**src/rtl/rtt_pkg.sv**
```systemverilog
`default_nettype none

package rtt_pkg;

	localparam int TIME_BITS        = 32;
	// divisors are powers of two: the averages reduce to shifts
	localparam int SMOOTH_DIVISOR   = 8;
	localparam int VARIANCE_DIVISOR = 4;
	localparam int SMOOTH_SHIFT     = $clog2(SMOOTH_DIVISOR);
	localparam int VARIANCE_SHIFT   = $clog2(VARIANCE_DIVISOR);

	typedef logic [TIME_BITS-1:0] time_t;

	localparam time_t NO_MIN_RTT = '1;

	typedef struct packed {
		time_t smoothed;
		time_t variance;
		time_t min_rtt;
		time_t latest;
		time_t max_delay;
	} rtt_state_t;

endpackage

`default_nettype wire

```
**src/rtl/rtt_update.sv**
```systemverilog
`default_nettype none

module rtt_update
	import rtt_pkg::*;
(
	input  wire time_t      sample,
	input  wire time_t      delay,
	input  wire rtt_state_t cur,
	output rtt_state_t      nxt
);

	time_t                new_min;
	logic                 none_yet;
	logic [TIME_BITS:0]   min_plus_delay;
	logic                 use_delay;
	time_t                lat;
	time_t                diff;
	time_t                var_up;
	time_t                sm_up;

	always_comb begin
		new_min        = (sample < cur.min_rtt) ? sample : cur.min_rtt;
		none_yet       = (cur.min_rtt == NO_MIN_RTT);
		min_plus_delay = {1'b0, new_min} + {1'b0, delay};
		use_delay      = (sample > delay) &&
		                 (({1'b0, sample} > min_plus_delay) || none_yet);
		lat            = use_delay ? (sample - delay) : sample;
		diff           = (cur.smoothed > lat) ? (cur.smoothed - lat) : (lat - cur.smoothed);

		// ceil(v/D) so that v - ceil(v/D) = floor(v*(D-1)/D)
		var_up = (cur.variance >> VARIANCE_SHIFT) +
		         TIME_BITS'(|cur.variance[VARIANCE_SHIFT-1:0]);
		sm_up  = (cur.smoothed >> SMOOTH_SHIFT) +
		         TIME_BITS'(|cur.smoothed[SMOOTH_SHIFT-1:0]);

		nxt.min_rtt   = new_min;
		nxt.max_delay = (delay > cur.max_delay) ? delay : cur.max_delay;
		nxt.latest    = lat;
		if (cur.smoothed == '0) begin
			nxt.smoothed = lat;
			nxt.variance = lat >> 1;
		end else begin
			nxt.smoothed = (cur.smoothed - sm_up) + (lat >> SMOOTH_SHIFT);
			nxt.variance = (cur.variance - var_up) + (diff >> VARIANCE_SHIFT);
		end
	end

endmodule

`default_nettype wire

```
**src/rtl/rtt_estimator.sv**
```systemverilog
// Input words pass through the s1 registers into the state registers.
// Throughput: one word per cycle unless out_ready stalls; the estimator
// state doubles as the result register, so the update logic between input
// and state registers sets it. Reset (arst_n low, asynchronous): no words
// held, minimum = all ones, all other estimates zero.
`default_nettype none

module rtt_estimator
	import rtt_pkg::*;
(
	input  wire        clk,
	input  wire        arst_n,
	input  wire        in_valid,
	output logic       in_ready,
	input  wire time_t rtt_sample,
	input  wire time_t ack_delay,
	output logic       out_valid,
	input  wire        out_ready,
	output time_t      smoothed_rtt,
	output time_t      rtt_variance,
	output time_t      minimum_rtt,
	output time_t      latest_rtt,
	output time_t      largest_ack_delay
);

	logic       valid_s1;
	time_t      sample_s1;
	time_t      delay_s1;
	logic       advance;
	logic       out_valid_q;
	rtt_state_t state_q;
	rtt_state_t state_nxt;

	assign advance  = valid_s1 && (!out_valid_q || out_ready);
	assign in_ready = !valid_s1 || advance;

	always_ff @(posedge clk or negedge arst_n) begin
		if (!arst_n) begin
			valid_s1 <= 1'b0;
		end else if (in_ready) begin
			valid_s1 <= in_valid;
		end
	end

	always_ff @(posedge clk) begin
		if (in_ready && in_valid) begin
			sample_s1 <= rtt_sample;
			delay_s1  <= ack_delay;
		end
	end

	rtt_update u_update (
		.sample (sample_s1),
		.delay  (delay_s1),
		.cur    (state_q),
		.nxt    (state_nxt)
	);

	always_ff @(posedge clk or negedge arst_n) begin
		if (!arst_n) begin
			out_valid_q       <= 1'b0;
			state_q.smoothed  <= '0;
			state_q.variance  <= '0;
			state_q.min_rtt   <= NO_MIN_RTT;
			state_q.latest    <= '0;
			state_q.max_delay <= '0;
		end else begin
			if (advance) begin
				out_valid_q <= 1'b1;
				state_q     <= state_nxt;
			end else if (out_ready) begin
				out_valid_q <= 1'b0;
			end
		end
	end

	assign out_valid         = out_valid_q;
	assign smoothed_rtt      = state_q.smoothed;
	assign rtt_variance      = state_q.variance;
	assign minimum_rtt       = state_q.min_rtt;
	assign latest_rtt        = state_q.latest;
	assign largest_ack_delay = state_q.max_delay;

	a_min_monotonic: assert property (@(posedge clk) disable iff (!arst_n)
		1'b1 |=> minimum_rtt <= $past(minimum_rtt))
		else $error("minimum rtt increased");

	a_delay_monotonic: assert property (@(posedge clk) disable iff (!arst_n)
		1'b1 |=> largest_ack_delay >= $past(largest_ack_delay))
		else $error("largest ack delay decreased");

	a_latest_bound: assert property (@(posedge clk) disable iff (!arst_n)
		advance |=> latest_rtt <= $past(sample_s1))
		else $error("latest rtt exceeds raw sample");

	a_hold_state: assert property (@(posedge clk) disable iff (!arst_n)
		!advance |=> $stable(state_q))
		else $error("state changed without a word");

endmodule

`default_nettype wire

```
**config.mk**
```make
export PLATFORM = sky130hd
export DESIGN_NAME = rtt_estimator
export DESIGN_NICKNAME = d
export VERILOG_FILES = /design/src/rtl/rtt_pkg.sv /design/src/rtl/rtt_update.sv /design/src/rtl/rtt_estimator.sv
export SDC_FILE = /design/constraint.sdc
export NUM_CORES = 1
export LEC_CHECK = 0
export BUFFER_PORTS_ARGS = -buffer_cell sky130_fd_sc_hd__buf_2
export CAP_MARGIN = 20
export CORE_MARGIN = 2
export CORE_UTILIZATION = 52
export CTS_CLUSTER_SIZE = 10
export DETAILED_ROUTE_END_ITERATION = 10
export PLACE_DENSITY = 0.74
export SLEW_MARGIN = 20
export SYNTH_ARGS = -nofsm -noshare
export SYNTH_HDL_FRONTEND = slang
export SYNTH_SLANG_ARGS = --single-unit
```
**constraint.sdc**
```tcl
create_clock -name clk -period 11.6 [get_ports clk]
set_clock_uncertainty 0.1 [all_clocks]
set_input_delay 2.9 -clock clk [delete_from_list [all_inputs] [get_ports clk]]
set_output_delay 2.9 -clock clk [all_outputs]
set_load 0.03 [all_outputs]
```
==> metrics.yaml <==
timing:
  final-setup-viol-count: 25
  setup_ws_ns: -1.110
  maxSlewViolCount: 0
  tightest_slew_ns: 0.8976
  fmax_mhz: 78.68
  hold_viol: 0
  period_needed_ns: 12.71
  relSlewSlack_pct: 39.38
  rsz0062_at_grt: "yes"
  min_period_over_period_pct: 109.6
critical_path:
  setup.worst_path.start_class: "flop"
  cp_slowest_cell: "fa_1"
  crit_top_cell: "a21o_1"
  arrival_ns: 13.09
  r2r_cells: 65
  r2r_start: "minimum_rtt[1]"
  r2r_end: "rtt_variance[31]"
  crit_type: "reg -> reg"
  endpoint_kind: "flop"
  critPathMaxStageDelay_ns: 0.55
  cp_max_fo: 6
  r2r_slack_ns: -1.11
  required_ns: 11.98
grt:
  grt_pass1_vias: 23770
  use_met2_pct: 57.46
  grt_max_degree: 68
  grt.met3_usage_pct: 4.260
  gr-usage-all-layers_pct: 34.29
  grt_overflow: 0
  grt_pass1_wl_um: 126500
  grt_use_met1_pct: 44.46
  busiest_layer: "met2"
  antenna_found_initial: 0
outcome:
  violations: "setup timing"
  outcome: "finished, violations left"
routing:
  viasPerCell: 5.861
  dr.pass1.iters: 5
  drtAntennaViolNets: 0
  drc: 0
  drt_iter0_drc: 1793
  wl_per_cell_um: 20.44
  num_vias: 23530
  finalWirelength_um: 82070
layout:
  nets: 3825
  multi_input_area_um2: 17340
  mostFrequentLayoutCell: "buf_4"
  final_layout_size_suffix_gt1_share_pct: 33.92
  fin_util_pct: 72.00
  area_delta_synth_final_pct: 37.15
  final-seq-area_um2: 6016
  layout_common_cells: "523 x buf_4, 268 x inv_1, 252 x ha_1"
  num-fill-cells: 3379
  diodes: 0
min_path:
  hold_end: "latest_rtt[30]"
  hold_path_class: "reg -> reg"
  whs_path_depth: 2
  hp-start: "latest_rtt[30]"
yosys:
  synth_edf_count: 64
  yosys.cell_types.count: 92
  async_flop_share_pct: 71.68
  synth_seq_area_share_pct: 25.97
  synthesis.area_um2: 23160
  synth_nets: 3071
  yosys_warnings: 0
  syn_inst: 2647
  synth-seq-cells: 226
  syn_avg_cell_area_um2: 8.751
  synth_ff_type: "dfrtp_1"
place:
  portBuffers: 229
  place_congestion: 0.9922
  place_hpwl_um: 64020
floorplan:
  pin_count: 230
  die_area_um2: 46250
  fp.coreArea_um2: 44120
  die_w_um: 215.1
  start_util_pct: 52.50
  die_height_um: 215.1
  rows: 77
clocking:
  clock_latency_ns: 0.58
  cts_max_level: 1
  cts_root_buffer: "clkbuf_16"
  clkSinkCount: 226
  cts_buffers: 29
  cts_tree: "built"
  clk_path_buf_depth: 3
  postCtsHoldBufs: 0
  path_clk_slew_ns: 0.06
flow_run:
  maxCapViolations: 0
[worst max-delay path, delay by kind of cell (launching register included)]
| kind | cells | cell delay [ns] |
|---|---|---|
| simple gates | 8 | 1.32 |
| mux | 2 | 0.49 |
| flops | 1 | 0.54 |
| xor+xnor | 2 | 0.31 |
| fa+ha+maj | 7 | 2.05 |
| buf+inv | 9 | 1.16 |
| compound gates | 37 | 6.62 |
[logic make-up after synthesis]
| group | share of synthesized area, % |
|---|---|
| compound gates | 20.55 |
| xor+xnor | 7.071 |
| fa+ha+maj | 21.21 |
| buf+inv | 5.936 |
| flops | 25.97 |
| mux | 4.980 |
| simple gates | 14.28 |
[cells in the mapped netlist (all sizes together) (19+ instances only)]
library cell	count	area, um2
a21o	82	615.6
nand4	57	362.8
xor2	64	560.5
nand3	69	345.3
nand2	206	775.8
dfstp	32	840.8
o21bai	31	232.7
o21ai	188	940.9
inv	286	1074
a21oi	209	1057
nor2	131	501.7
o211ai	23	172.7
buf	21	123.9
xnor2	123	1077
mux2	50	593.1
dfrtp	130	3253
and3	19	118.9
a31oi	19	133.9
a211oi	30	247.7
o21a	33	247.7
a22oi	39	292.8
ha	295	3691
mux2i	56	560.5
clkbuf	47	177.7
nor3	50	255.3
edfxtp	64	1922
or3	26	167.7
fa	61	1221
nand2b	31	196.4
nor2b	22	137.6
[area by class of cell]
type | count | share of cell area [%]
Clock buffer | 47 | 2.686
Timing Repair Buffer | 791 | 17.84
Tap cell | 592 | 2.332
Sequential cell | 226 | 18.94
Clock inverter | 6 | 0.2521
Multi-Input combinational cell | 2067 | 54.57
Inverter | 286 | 3.387
[through the flow]
stage / TNS (ns) / instances / setup WS (ns) / hold slack [ns] / instance area [um2]
after floorplan: -0.4042 / 2647 / -0.2307 / 0.3711 / 23610
after global placement: -10.55 / 3887 / -0.8248 / 0.3616 / 28880
after detailed placement: -18.30 / 3887 / -1.177 / 0.3694 / 28880
after CTS: -10.45 / 3981 / -0.7861 / 0.3824 / 30970
after global routing: -28.43 / 4015 / -1.605 / 0.4052 / 31770
final: -16.34 / 4015 / -1.110 / 0.3772 / 31770
[timing repair]
action / CTS / global route
resized for setup: 151 / 106
gates cloned: 2 / 2
endpoints found under the setup margin: 27 / 30
setup buffers: 41 / 33
pin swaps: 96 / 95
[per-layer routing]
metal | share of wire, % | vias to the layer above
met4 | 4.9 | 0
met1 | 42 | 11400
met3 | 6.4 | 216
li1 | - | 10990
met5 | 0 | -
met2 | 47 | 925
[worst max-delay path by stage]
stage / startpoint / endpoint / slack, ns / cells past startpoint
floorplan: minimum_rtt[1] / rtt_variance[31] / -0.23 / 64
global placement: minimum_rtt[1] / rtt_variance[31] / -0.82 / 64
detailed placement: minimum_rtt[9] / rtt_variance[31] / -1.18 / 64
CTS: minimum_rtt[1] / rtt_variance[30] / -0.79 / 61
global route: minimum_rtt[17] / rtt_variance[31] / -1.61 / 74
finish: minimum_rtt[1] / rtt_variance[31] / -1.11 / 65
[flip-flops by register name, summed over array words and instances, names as in the netlist]
signal             flops
sample_s1             32
delay_s1              32
minimum_rtt           32
latest_rtt            32
out_valid              1
largest_ack_delay     32
smoothed_rtt          32
valid_s1               1
rtt_variance          32
Power is left out: the tool's default activity adds up to more than one toggle a clock period on the data nets, which glitch-free logic cannot reach.
